[src/rtl/pfa_pkg.sv]
// ----------------------------------------------------------------------------
// Partition fit allocator package
// Shared widths, request and mode codes, configuration register indexes and
// the structures that travel along the row of segment cells.
// ----------------------------------------------------------------------------
package pfa_pkg;

  // Field widths of the request and result items.
  localparam int unsigned REQ_W      = 2;
  localparam int unsigned SEG_IDX_W  = 4;
  localparam int unsigned AMOUNT_W   = 16;
  localparam int unsigned LEFT_OUT_W = 16;

  // Configuration register widths.
  localparam int unsigned MODE_W     = 2;
  localparam int unsigned COUNT_W    = 5;
  localparam int unsigned CFG_IDX_W  = 1;
  localparam int unsigned CFG_DATA_W = 5;

  // Default sizing of the segment table.
  localparam int unsigned DEF_MAX_SEGMENTS = 16;
  localparam int unsigned DEF_SIZE_WIDTH   = 16;

  // Request kinds.
  localparam logic [REQ_W-1:0] REQ_LOAD    = 2'd0;
  localparam logic [REQ_W-1:0] REQ_ALLOC   = 2'd1;
  localparam logic [REQ_W-1:0] REQ_RELEASE = 2'd2;

  // Selection policies; the unused code behaves as first fit.
  localparam logic [MODE_W-1:0] FIT_FIRST = 2'd0;
  localparam logic [MODE_W-1:0] FIT_BEST  = 2'd1;
  localparam logic [MODE_W-1:0] FIT_WORST = 2'd2;

  // Configuration register indexes and reset values.
  localparam logic [CFG_IDX_W-1:0] CFG_FIT_MODE  = 1'd0;
  localparam logic [CFG_IDX_W-1:0] CFG_SEG_COUNT = 1'd1;
  localparam logic [COUNT_W-1:0]   COUNT_RESET   = 5'd16;

  // Search probe moving from cell to cell.
  typedef struct packed {
    logic valid;
    logic found;
  } probe_t;

  // Commands broadcast to every cell.
  typedef struct packed {
    logic load;
    logic clear;
    logic mark;
  } cell_cmd_t;

endpackage

[src/rtl/pfa_cell.sv]
// ----------------------------------------------------------------------------
// Partition fit allocator segment cell
// Holds one segment size and its used mark, and refines the search record
// of a passing probe before handing it to the next cell.
// ----------------------------------------------------------------------------
module pfa_cell import pfa_pkg::*; #(
  parameter int unsigned MAX_SEGMENTS = DEF_MAX_SEGMENTS,
  parameter int unsigned SIZE_WIDTH   = DEF_SIZE_WIDTH,
  parameter int unsigned IDX          = 0,
  localparam int unsigned IDX_W       = $clog2(MAX_SEGMENTS),
  localparam int unsigned CW          = (SIZE_WIDTH > AMOUNT_W) ? SIZE_WIDTH : AMOUNT_W
) (
  input  logic                  clk,
  input  logic                  rst_n,
  input  cell_cmd_t             cmd,
  input  logic [SEG_IDX_W-1:0]  load_idx,
  input  logic [AMOUNT_W-1:0]   load_amount,
  input  logic [IDX_W-1:0]      mark_idx,
  input  logic [AMOUNT_W-1:0]   amount,
  input  logic [MODE_W-1:0]     fit_mode,
  input  logic [COUNT_W-1:0]    seg_count,
  input  probe_t                probe_in,
  input  logic [IDX_W-1:0]      idx_in,
  input  logic [CW-1:0]         left_in,
  output probe_t                probe_out,
  output logic [IDX_W-1:0]      idx_out,
  output logic [CW-1:0]         left_out
);

  logic [SIZE_WIDTH-1:0] size_r;
  logic                  used_r, used_nxt;
  probe_t                probe_r, probe_nxt;
  logic [IDX_W-1:0]      idx_r, idx_nxt;
  logic [CW-1:0]         left_r, left_nxt;
  logic [CW-1:0]         size_ext, amount_ext, left;
  logic                  eligible, take;

  // Fit test and candidate comparison for this segment.
  always_comb begin
    size_ext   = CW'(size_r);
    amount_ext = CW'(amount);
    left       = size_ext - amount_ext;
    eligible   = probe_in.valid && (32'(seg_count) > 32'(IDX)) && !used_r &&
                 (size_ext >= amount_ext);
    take       = eligible && (!probe_in.found ||
                 ((fit_mode == FIT_BEST) && (left < left_in)) ||
                 ((fit_mode == FIT_WORST) && (left > left_in)));
    probe_nxt.valid = probe_in.valid;
    probe_nxt.found = probe_in.found || eligible;
    idx_nxt    = take ? IDX_W'(IDX) : idx_in;
    left_nxt   = take ? left : left_in;
  end

  // Used mark: release clears, a grant to this segment sets.
  always_comb begin
    used_nxt = used_r;
    if (cmd.clear) begin
      used_nxt = 1'b0;
    end else if (cmd.mark && (mark_idx == IDX_W'(IDX))) begin
      used_nxt = 1'b1;
    end
  end

  always_ff @(posedge clk) begin
    if (!rst_n) begin
      used_r  <= 1'b0;
      probe_r <= '0;
    end else begin
      used_r  <= used_nxt;
      probe_r <= probe_nxt;
    end
  end

  // Payload registers need no reset.
  always_ff @(posedge clk) begin
    if (cmd.load && (32'(load_idx) == 32'(IDX))) begin
      size_r <= SIZE_WIDTH'(load_amount);
    end
    idx_r  <= idx_nxt;
    left_r <= left_nxt;
  end

  assign probe_out = probe_r;
  assign idx_out   = idx_r;
  assign left_out  = left_r;

endmodule

[src/rtl/partition_fit_allocator_top.sv]
// ----------------------------------------------------------------------------
// Partition fit allocator
// Fixed-partition allocator with first, best and worst fit selection.
// ----------------------------------------------------------------------------
// Load and release-all requests give no result. An allocate request sends a
// search probe along a row of MAX_SEGMENTS cells, one cell per cycle; each
// cell holds one segment size and its used mark. The result at the end of
// the row is caught in the hold registers and moves to the output register
// once that is free; no request is taken until it has moved. The granted
// segment is marked used at the end of the search. Configuration may be
// written only while no request is in flight.
module partition_fit_allocator_top import pfa_pkg::*; #(
  parameter int unsigned MAX_SEGMENTS = DEF_MAX_SEGMENTS,
  parameter int unsigned SIZE_WIDTH   = DEF_SIZE_WIDTH
) (
  input  logic                  clk,
  input  logic                  rst_n,
  // Request stream.
  input  logic                  in_tvalid,
  output logic                  in_tready,
  input  logic [23:0]           in_tdata,   // [3:0] seg_index, [19:4] amount
  input  logic [REQ_W-1:0]      in_tuser,   // [1:0] req_type
  // Result stream.
  output logic                  out_tvalid,
  input  logic                  out_tready,
  output logic [23:0]           out_tdata,  // [3:0] granted_index, [19:4] leftover
  output logic                  out_tuser,  // [0] granted
  // Configuration writes.
  input  logic                  cfg_we,
  input  logic [CFG_IDX_W-1:0]  cfg_index,
  input  logic [CFG_DATA_W-1:0] cfg_wdata
);

  localparam int unsigned IDX_W = $clog2(MAX_SEGMENTS);
  localparam int unsigned CW    = (SIZE_WIDTH > AMOUNT_W) ? SIZE_WIDTH : AMOUNT_W;

  localparam logic [1:0] ST_IDLE = 2'd0;
  localparam logic [1:0] ST_SCAN = 2'd1;
  localparam logic [1:0] ST_HOLD = 2'd2;

  logic [1:0]            state_r, state_nxt;
  logic [MODE_W-1:0]     fit_mode_r;
  logic [COUNT_W-1:0]    seg_count_r;
  logic                  launch_r;
  logic [AMOUNT_W-1:0]   amount_r;
  logic                  hold_found_r;
  logic [IDX_W-1:0]      hold_idx_r;
  logic [CW-1:0]         hold_left_r;
  logic                  out_valid_r, out_valid_nxt;
  logic                  granted_r;
  logic [SEG_IDX_W-1:0]  gidx_r;
  logic [LEFT_OUT_W-1:0] left_r;

  logic                  accept, is_alloc, out_load, end_valid;
  cell_cmd_t             cmd;
  logic [SEG_IDX_W-1:0]  in_seg_index;
  logic [AMOUNT_W-1:0]   in_amount;

  probe_t                chain_probe [MAX_SEGMENTS+1];
  logic [IDX_W-1:0]      chain_idx   [MAX_SEGMENTS+1];
  logic [CW-1:0]         chain_left  [MAX_SEGMENTS+1];

  assign in_seg_index = in_tdata[SEG_IDX_W-1:0];
  assign in_amount    = in_tdata[SEG_IDX_W +: AMOUNT_W];

  assign in_tready = (state_r == ST_IDLE);
  assign accept    = in_tvalid && in_tready;
  assign is_alloc  = accept && (in_tuser == REQ_ALLOC);
  assign end_valid = (state_r == ST_SCAN) && chain_probe[MAX_SEGMENTS].valid;
  assign out_load  = (state_r == ST_HOLD) && (!out_valid_r || out_tready);

  // Commands to the row: loads and release from requests, grant from the search.
  always_comb begin
    cmd.load  = accept && (in_tuser == REQ_LOAD);
    cmd.clear = accept && (in_tuser == REQ_RELEASE);
    cmd.mark  = end_valid && chain_probe[MAX_SEGMENTS].found;
  end

  // Probe entering the first cell.
  assign chain_probe[0] = '{valid: launch_r, found: 1'b0};
  assign chain_idx[0]   = '0;
  assign chain_left[0]  = '0;

  for (genvar i = 0; i < MAX_SEGMENTS; i++) begin : g_cell
    pfa_cell #(
      .MAX_SEGMENTS (MAX_SEGMENTS),
      .SIZE_WIDTH   (SIZE_WIDTH),
      .IDX          (i)
    ) u_cell (
      .clk         (clk),
      .rst_n       (rst_n),
      .cmd         (cmd),
      .load_idx    (in_seg_index),
      .load_amount (in_amount),
      .mark_idx    (chain_idx[MAX_SEGMENTS]),
      .amount      (amount_r),
      .fit_mode    (fit_mode_r),
      .seg_count   (seg_count_r),
      .probe_in    (chain_probe[i]),
      .idx_in      (chain_idx[i]),
      .left_in     (chain_left[i]),
      .probe_out   (chain_probe[i+1]),
      .idx_out     (chain_idx[i+1]),
      .left_out    (chain_left[i+1])
    );
  end

  // Sequencing of one request at a time.
  always_comb begin
    state_nxt = state_r;
    case (state_r)
      ST_IDLE: begin
        if (is_alloc) begin
          state_nxt = ST_SCAN;
        end
      end
      ST_SCAN: begin
        if (end_valid) begin
          state_nxt = ST_HOLD;
        end
      end
      ST_HOLD: begin
        if (out_load) begin
          state_nxt = ST_IDLE;
        end
      end
      default: begin
        state_nxt = ST_IDLE;
      end
    endcase
  end

  // Output register: filled from the hold stage, emptied when taken.
  always_comb begin
    out_valid_nxt = out_valid_r;
    if (out_load) begin
      out_valid_nxt = 1'b1;
    end else if (out_tready) begin
      out_valid_nxt = 1'b0;
    end
  end

  // Control state and configuration registers.
  always_ff @(posedge clk) begin
    if (!rst_n) begin
      state_r     <= ST_IDLE;
      launch_r    <= 1'b0;
      out_valid_r <= 1'b0;
      fit_mode_r  <= FIT_FIRST;
      seg_count_r <= COUNT_RESET;
    end else begin
      state_r     <= state_nxt;
      launch_r    <= is_alloc;
      out_valid_r <= out_valid_nxt;
      if (cfg_we) begin
        case (cfg_index)
          CFG_FIT_MODE:  fit_mode_r  <= cfg_wdata[MODE_W-1:0];
          CFG_SEG_COUNT: seg_count_r <= cfg_wdata[COUNT_W-1:0];
          default: begin
          end
        endcase
      end
    end
  end

  // Request amount, search result and output payload.
  always_ff @(posedge clk) begin
    if (is_alloc) begin
      amount_r <= in_amount;
    end
    if (end_valid) begin
      hold_found_r <= chain_probe[MAX_SEGMENTS].found;
      hold_idx_r   <= chain_idx[MAX_SEGMENTS];
      hold_left_r  <= chain_left[MAX_SEGMENTS];
    end
    if (out_load) begin
      granted_r <= hold_found_r;
      gidx_r    <= SEG_IDX_W'(hold_idx_r);
      left_r    <= LEFT_OUT_W'(hold_left_r);
    end
  end

  assign out_tvalid = out_valid_r;
  assign out_tuser  = granted_r;
  assign out_tdata  = {4'd0, left_r, gidx_r};

endmodule

[config.mk]
export PLATFORM = sky130hd
export DESIGN_NAME = partition_fit_allocator_top
export DESIGN_NICKNAME = d
export VERILOG_FILES = /design/src/rtl/pfa_pkg.sv /design/src/rtl/pfa_cell.sv /design/src/rtl/partition_fit_allocator_top.sv
export SDC_FILE = /design/constraint.sdc
export NUM_CORES = 2
export LEC_CHECK = 0
export BUFFER_PORTS_ARGS = -buffer_cell sky130_fd_sc_hd__buf_2
export CAP_MARGIN = 20
export CORE_AREA = 2 2 274 276
export CTS_CLUSTER_SIZE = 25
export DETAILED_ROUTE_END_ITERATION = 7
export DIE_AREA = 0 0 276 278
export PLACE_DENSITY = 0.72
export SETUP_SLACK_MARGIN = 0.05
export SLEW_MARGIN = 0
export SYNTH_ARGS = -nofsm -noshare
export SYNTH_HDL_FRONTEND = slang
export SYNTH_HIERARCHICAL = 1
export SYNTH_SLANG_ARGS = --single-unit
[constraint.sdc]
create_clock -name clk -period 6.82 [get_ports clk]
set_input_delay 0.682 -clock clk [delete_from_list [all_inputs] [get_ports clk]]
set_output_delay 0.682 -clock clk [all_outputs]
set_load 0.02 [all_outputs]
## Word-level counts from Yosys, hierarchy flattened

Cells that the tools add are included.

- Bits in registers: 689
- Bits in latches: 0
- RAM bits: 0
- ROM bits: 0
- Input port bits: 37
- Output and inout bits: 27
- Memories kept: 0

- Add/subtract/negate cells: 16
- Multipliers: 0
- Div/mod/pow operators: 0
- Magnitude comparators: 62
- Equal/unequal tests: 39
- Shifts and indexed selects: 0
- Multiplexer cells: 22
- Bitwise operators: 2
- Reduce and logical (&&, ||, !) cells: 219

Operators by type and width:

| operator | count |
|---|---|
| $ge 16x16->1 | 16 |
| $sub 16x16->16 | 16 |
| $gt 16x16->1 | 15 |
| $lt 16x16->1 | 15 |
| $mux 16 | 15 |
| $logic_and 1x1->1 | 132 |
| $eq 4x4->1 const B | 16 |
| $logic_or 1x1->1 | 46 |
| $gt 5x4->1 const B | 8 |
| $eq 4x3->1 const B | 8 |
| $logic_not 1->1 | 32 |
| $gt 5x3->1 const B | 4 |
| $eq 4x2->1 const B | 4 |
| $gt 5x1->1 const B | 2 |
| $gt 5x2->1 const B | 2 |
| $eq 4x1->1 const B | 2 |
| $logic_not 4->1 | 2 |
| $eq 2x1->1 const B | 3 |
| $eq 2x2->1 const B | 3 |
| $mux 2 | 3 |
| $pmux 2 s3 | 1 |
| $logic_not 2->1 | 2 |
| $ne 2x2->1 const B | 2 |
| $reduce_and 2->1 | 2 |
| 6 further kinds | 9 |

## Depth between registers and ports, before layout

- Word-level depth: 7
- Gate-level depth with buffers: 18
- Depth with buffers taken out: 17

## Modules after synthesis

Netlist, hierarchy kept.

By module, submodules not included:

| module | instances | cells an instance | area an instance (um2) | sequential area each (um2) |
|---|---|---|---|---|
| pfa_cell at g_cell[2].u_cell | 1 | 274 | 2680.1 | 940.9 |
| pfa_cell at g_cell[14].u_cell | 1 | 273 | 2672.6 | 940.9 |
| pfa_cell at g_cell[4].u_cell | 1 | 267 | 2667.6 | 940.9 |
| pfa_cell at g_cell[13].u_cell | 1 | 269 | 2666.3 | 940.9 |
| pfa_cell at g_cell[0].u_cell | 1 | 271 | 2653.8 | 940.9 |
| pfa_cell at g_cell[15].u_cell | 1 | 262 | 2645.0 | 940.9 |
| pfa_cell at g_cell[1].u_cell | 1 | 273 | 2637.5 | 940.9 |
| pfa_cell at g_cell[10].u_cell | 1 | 268 | 2615.0 | 940.9 |
| pfa_cell at g_cell[8].u_cell | 1 | 249 | 2602.5 | 940.9 |
| pfa_cell at g_cell[9].u_cell | 1 | 262 | 2588.7 | 940.9 |
| pfa_cell at g_cell[6].u_cell | 1 | 254 | 2571.2 | 940.9 |
| pfa_cell at g_cell[7].u_cell | 1 | 255 | 2563.7 | 940.9 |
| pfa_cell at g_cell[5].u_cell | 1 | 248 | 2560.0 | 940.9 |
| pfa_cell at g_cell[12].u_cell | 1 | 263 | 2534.9 | 940.9 |
| +3 rows | - | - | - | - |

## Worst setup path after synthesis

Ideal clock, no wire load.

- Path kind: reg2reg
- Start: reg amount_r[1]
- End: reg g_cell[15].u_cell.left_r[10]
- Setup time: 0.121 ns
- Data arrival time: 4.671 ns
- Path slack: 2.027 ns
- Cell stages (with the launch flop): 18
- Cells stage by stage: edfxtp_1 inv_1 ha_1 nor2b_1 o2111ai_1 nand2_1 a221oi_1 nor3b_1 nand4b_1 ha_1 nand4_1 nor4_1 a21boi_0 a2111oi_4 mux2i_1 o21ai_2 buf_6 mux2_4

- Cells in the longest elaborated chain, start to end: 7
- Elaborated cells between the ends (all ways): 11
- Classes of those cells: 1 x add/sub; 3 x order compare; 1 x mux; 6 x reduce/logical

Ends and longest elaborated chain:

| what | line | source |
|---|---|---|
| from (decl) | partition_fit_allocator_top.sv:45 | `logic [AMOUNT_W-1:0] amount_r;` |
| from (signal assigned) | partition_fit_allocator_top.sv:169 | `amount_r <= in_amount;` |
| $sub 16x16->16 | pfa_cell.sv:42 | `left = size_ext - amount_ext;` |
| $lt 16x16->1 | pfa_cell.sv:46 | `((fit_mode == FIT_BEST) && (left < left_in)) \|\|` |
| $logic_and 1x1->1 | pfa_cell.sv:46 |  |
| $logic_or 1x1->1 | pfa_cell.sv:45 | `take = eligible && (!probe_in.found \|\|` |
| $logic_or 1x1->1 | pfa_cell.sv:46 |  |
| $logic_and 1x1->1 | pfa_cell.sv:45 |  |
| $mux 16 * | pfa_cell.sv:51 | `left_nxt = take ? left : left_in;` |
| via g_cell[15].u_cell.left_nxt[10] | pfa_cell.sv:34 | `logic [CW-1:0] left_r, left_nxt;` |
| to (signal assigned) | pfa_cell.sv:80 | `left_r <= left_nxt;` |
| to (decl) | pfa_cell.sv:34 |  |

The timed path passes the listed nets; every way through them passes the cells marked *.
A chain may end at the register's enable or synchronous reset.

## Final worst setup path

- Start: reg amount_r[2]
- End: reg g_cell[6].u_cell.left_r[4]

- Cells in the longest elaborated chain, start to end: 7
- Elaborated cells between the ends (all ways): 11
- Classes of those cells: 1 x add/sub; 3 x order compare; 1 x mux; 6 x reduce/logical

Ends and longest elaborated chain:

| what | line |
|---|---|
| $sub 16x16->16 | pfa_cell.sv:42 |
| $lt 16x16->1 | pfa_cell.sv:46 |
| $logic_and 1x1->1 | pfa_cell.sv:46 |
| $logic_or 1x1->1 | pfa_cell.sv:45 |
| $logic_or 1x1->1 | pfa_cell.sv:46 |
| $logic_and 1x1->1 | pfa_cell.sv:45 |
| $mux 16 * | pfa_cell.sv:51 |
| via g_cell[6].u_cell.left_nxt[4] | pfa_cell.sv:34 |
| to (signal assigned) | pfa_cell.sv:80 |
| to (decl) | pfa_cell.sv:34 |

Marks and branches as above.

==> flow_summary.json <==
{
  "status": "finished, violations left",
  "violations": "design-rule violations",
  "post_cts_resized": 0,
  "die_y_um": 278,
  "initial_core_util_pct": 59.55,
  "stdcell_area_mm2": 0.04803,
  "synth-seq-cells": 693,
  "max-cap-violations": 0,
  "fin_ws_ns": 1.061,
  "cts.clk_slew.worst_paths_ns": 0.06,
  "nets": 5026,
  "leakage_nw": 21.89,
  "fmax_mhz": 173.6,
  "dr.pass1.iters": 8,
  "synthArstFlopShare_pct": 0,
  "io_buffers": 55,
  "cts_root_buffer": "clkbuf_16",
  "core_mm2": 0.07382,
  "grt-ovfl-total": 0,
  "grt_pass1_wl_mm": 175.5,
  "post-place-cells": 5351,
  "drc_errors": 3,
  "cpPeakStageDelay_ns": 1.04,
  "dr.first_iter.drc_count": 2867,
  "rsz0062_at_grt": "no",
  "vias": 32243,
  "cts_max_level": 3,
  "area_delta_synth_final_pct": 9.244,
  "numCtsBuffers": 76,
  "endpoint_kind": "flip-flop",
  "first_global_vias": 30636,
  "worstPathRequired_ns": 7.33,
  "drv_slew": 0,
  "ir_worst_vdd_v": 0.0002111,
  "placed_area_mm2": 0.04549,
  "worstSetupPathType": "flip-flop to flip-flop",
  "hpwlAfterDp_mm": 83.79,
  "crit_chain": "buf_4 > inv_1 > ha_1 > a211oi_1 > o21ai_0 > a31oi_1 > o21ai_0 > xor2_1 > ha_1 > nand4_1 > nor4_1 > a21boi_1 > nor3_1 > mux2i_1 > a21oi_2 > buf_4 > mux2_4",
  "ios": 64,
  "dieArea_mm2": 0.07673,
  "clock_sinks": 693,
  "final-hold-violation-count": 0,
  "post-place-ws_ns": 1.185,
  "crit_buf_inv": 3,
  "synthFlopType": "dfxtp_1",
  "finalSetupViolations": 0,
  "wl_per_cell_um": 21.11,
  "worst_slew_pin_slew_ns": 1.043,
  "synthesis.area_mm2": 0.04396,
  "finalNonFillerCells": 5495,
  "ant_nets": 0,
  "critical_path.top_delay_family": "compound AO/OA/AOI/OAI gates",
  "antenna_found_initial": 12,
  "ys_seq_area_share_pct": 38.71,
  "tritoncts": "yes",
  "hold_class": "primary input to flip-flop",
  "clockBufferDepth": 3,
  "routed_wl_mm": 116.0,
  "cts_setup_buffers": 0,
  "r2r_start": "amount_r[2]$_DFFE_PP_",
  "synth.distinct_cells": 120,
  "arrival_ns": 6.27,
  "grt_max_degree": 60,
  "synth_edf_count": 314,
  "track_usage_pct": 29.77,
  "start_kind": "flip-flop",
  "timing.final.crit_share_pct": 84.45,
  "clk_latency_ns": 0.63,
  "yosys_warnings": 6,
  "avgViaCountPerCell": 5.868,
  "tns_ns": 0,
  "fin_worst_skew_ns": 0.02949,
  "synth_area_per_cell_um2": 10.21,
  "postSynthCellCount": 4304,
  "cp_slowest_cell": "edfxtp_1",
  "die_w_um": 276,
  "drive_gt1_share_pct": 12.43,
  "cp-startpoint": "amount_r[2]$_DFFE_PP_",
  "gp_congestion": 0.9368,
  "pwr_density_cell_mw_per_mm2": 205.7,
  "crit_path_max_fanout": 12,
  "slew-limit-headroom_pct": 30.48,
  "ctsHoldBuffers": 0,
  "rows": 100,
  "hp-start": "cfg_wdata[4]",
  "period_minus_slack_ns": 5.759
}
==> routing by layer <==
| layer | GRT usage (%) | up-vias | routed length (um) |
|---|---|---|---|
| li1 | - | 15640 | - |
| met1 | 39.65 | 15231 | 49490 |
| met2 | 48.84 | 1100 | 53200 |
| met3 | 3.929 | 270 | 7962 |
| met4 | 12.81 | 2 | 5349 |
| met5 | 0 | - | 10 |
==> logic make-up after synthesis <==
logic type	Yosys count	synth area share, %
adders and majority gates	528	15.30
and+or+nand+nor	904	10.98
xor gates and xnor gates	191	3.805
buffers and inverters	699	6.796
DFF	693	38.71
muxes	282	8.680
other	1	0.008530
AOI/OAI and AO/OA	1006	15.72
==> area by class of cell <==
class                      count  area (um2)
inverter                     622        2335
sequential                   693       17020
clock buffer                 104        2196
tap                          969        1212
antenna                        4       10.01
clock inverter                35       315.3
multi-input combinational   2952       24190
fill                        5888       25790
timing repair buffer         116       749.5
==> stage by stage <==
step | power [mW] | util (%) | hold slack [ns]
finish | 9.881 | 65.06 | 0.3091
global placement | 5.773 | 61.62 | 0.3876
global route | 10.23 | 65.05 | 0.3244
floorplan | 5.435 | - | 0.3855
detailed placement | 5.802 | 61.63 | 0.3887
CTS | 9.930 | 65.03 | 0.2793
==> cell usage in the layout (no fill, tap or decap), drive strengths merged, types with 22 or more instances in the layout <==
master / instances
ha: 512
xor2: 66
mux2i: 55
dfxtp: 379
and2: 43
edfxtp: 314
nand3: 51
buf: 116
a211oi: 45
a21o: 123
a21oi: 325
nand2: 214
conb: 41
o21a: 57
a31oi: 44
inv: 625
nor3: 45
nand4: 73
a21boi: 37
nor4: 24
nand2b: 59
clkbuf: 104
o21ai: 176
nor2b: 90
nor3b: 25
mux2: 227
and3: 22
xnor2: 125
nor2: 174
o211ai: 24
clkinv: 26
==> power breakdown <==
group,switching (mW),internal (mW),total [mW],leakage (nW)
Clock,1.69,2.45,4.14,1.24
Sequential,0.0988,4.47,4.57,6.01
Combinational,0.678,0.491,1.17,14.6
Total,2.47,7.41,9.88,21.9
==> registers in the layout, summed over array words and instances, names as in the netlist <==
register and count:
hold_found_r 1, out_tvalid 1, g_cell.u_cell/used_r 16, g_cell.u_cell/probe_out 32
g_cell.u_cell/size_ext 256, gidx_r 4, seg_count_r 5, out_tuser 1
left_r 16, hold_left_r 16, state_r 2, fit_mode_r 2
g_cell.u_cell/left_out 256, amount_r 16, launch_r 1, g_cell.u_cell/idx_out 64
hold_idx_r 4
==> tightest hold or removal path, delay by kind of cell <==
family | cells | cell delay [ns]
AND/OR/NAND/NOR | 2 | 0.12
buffers and inverters | 1 | 0.08
==> cell usage after synthesis (all sizes together), types with 10 or more instances <==
cell type	count	area share, %
nand3	51	0.58
nand2	214	1.8
nor2	174	1.5
a211oi	45	0.84
a21boi	37	0.67
nand4	73	1.1
and3	22	0.32
xor2	66	1.3
o31ai	12	0.26
nand2b	59	0.85
mux2	227	7.4
a41oi	15	0.33
fa	16	0.73
edfxtp	314	21
mux2i	55	1.3
a2111oi	21	0.66
a21o	123	2.2
o21bai	21	0.42
ha	512	15
or2	20	0.28
o211ai	24	0.43
buf	60	1.3
o21ai	176	2.1
nor3	45	0.51
a21oi	325	3.8
a221oi	10	0.27
and2	43	0.61
o21a	57	0.98
nor2b	90	1.3
a31o	12	0.24
dfxtp	379	17
clkbuf	17	0.15
xnor2	125	2.5
nor4	24	0.37
and4	19	0.38
inv	621	5.3
a31oi	44	0.66
nor3b	25	0.45
==> path summary, 6_finish.rpt <==
check / cells past startpoint / to / slack (ns)
hold / removal: 3 / seg_count_r[4]$_SDFFE_PN1P_ / 0.31
setup reg to reg: 17 / g_cell[6].u_cell/left_out[4]$_DFF_P_ / 1.06
hold reg to reg: 0 / hold_left_r[0]$_DFFE_PP_ / 0.40
setup / recovery: 17 / g_cell[6].u_cell/left_out[4]$_DFF_P_ / 1.06
(Power assumes the default switching activity.)
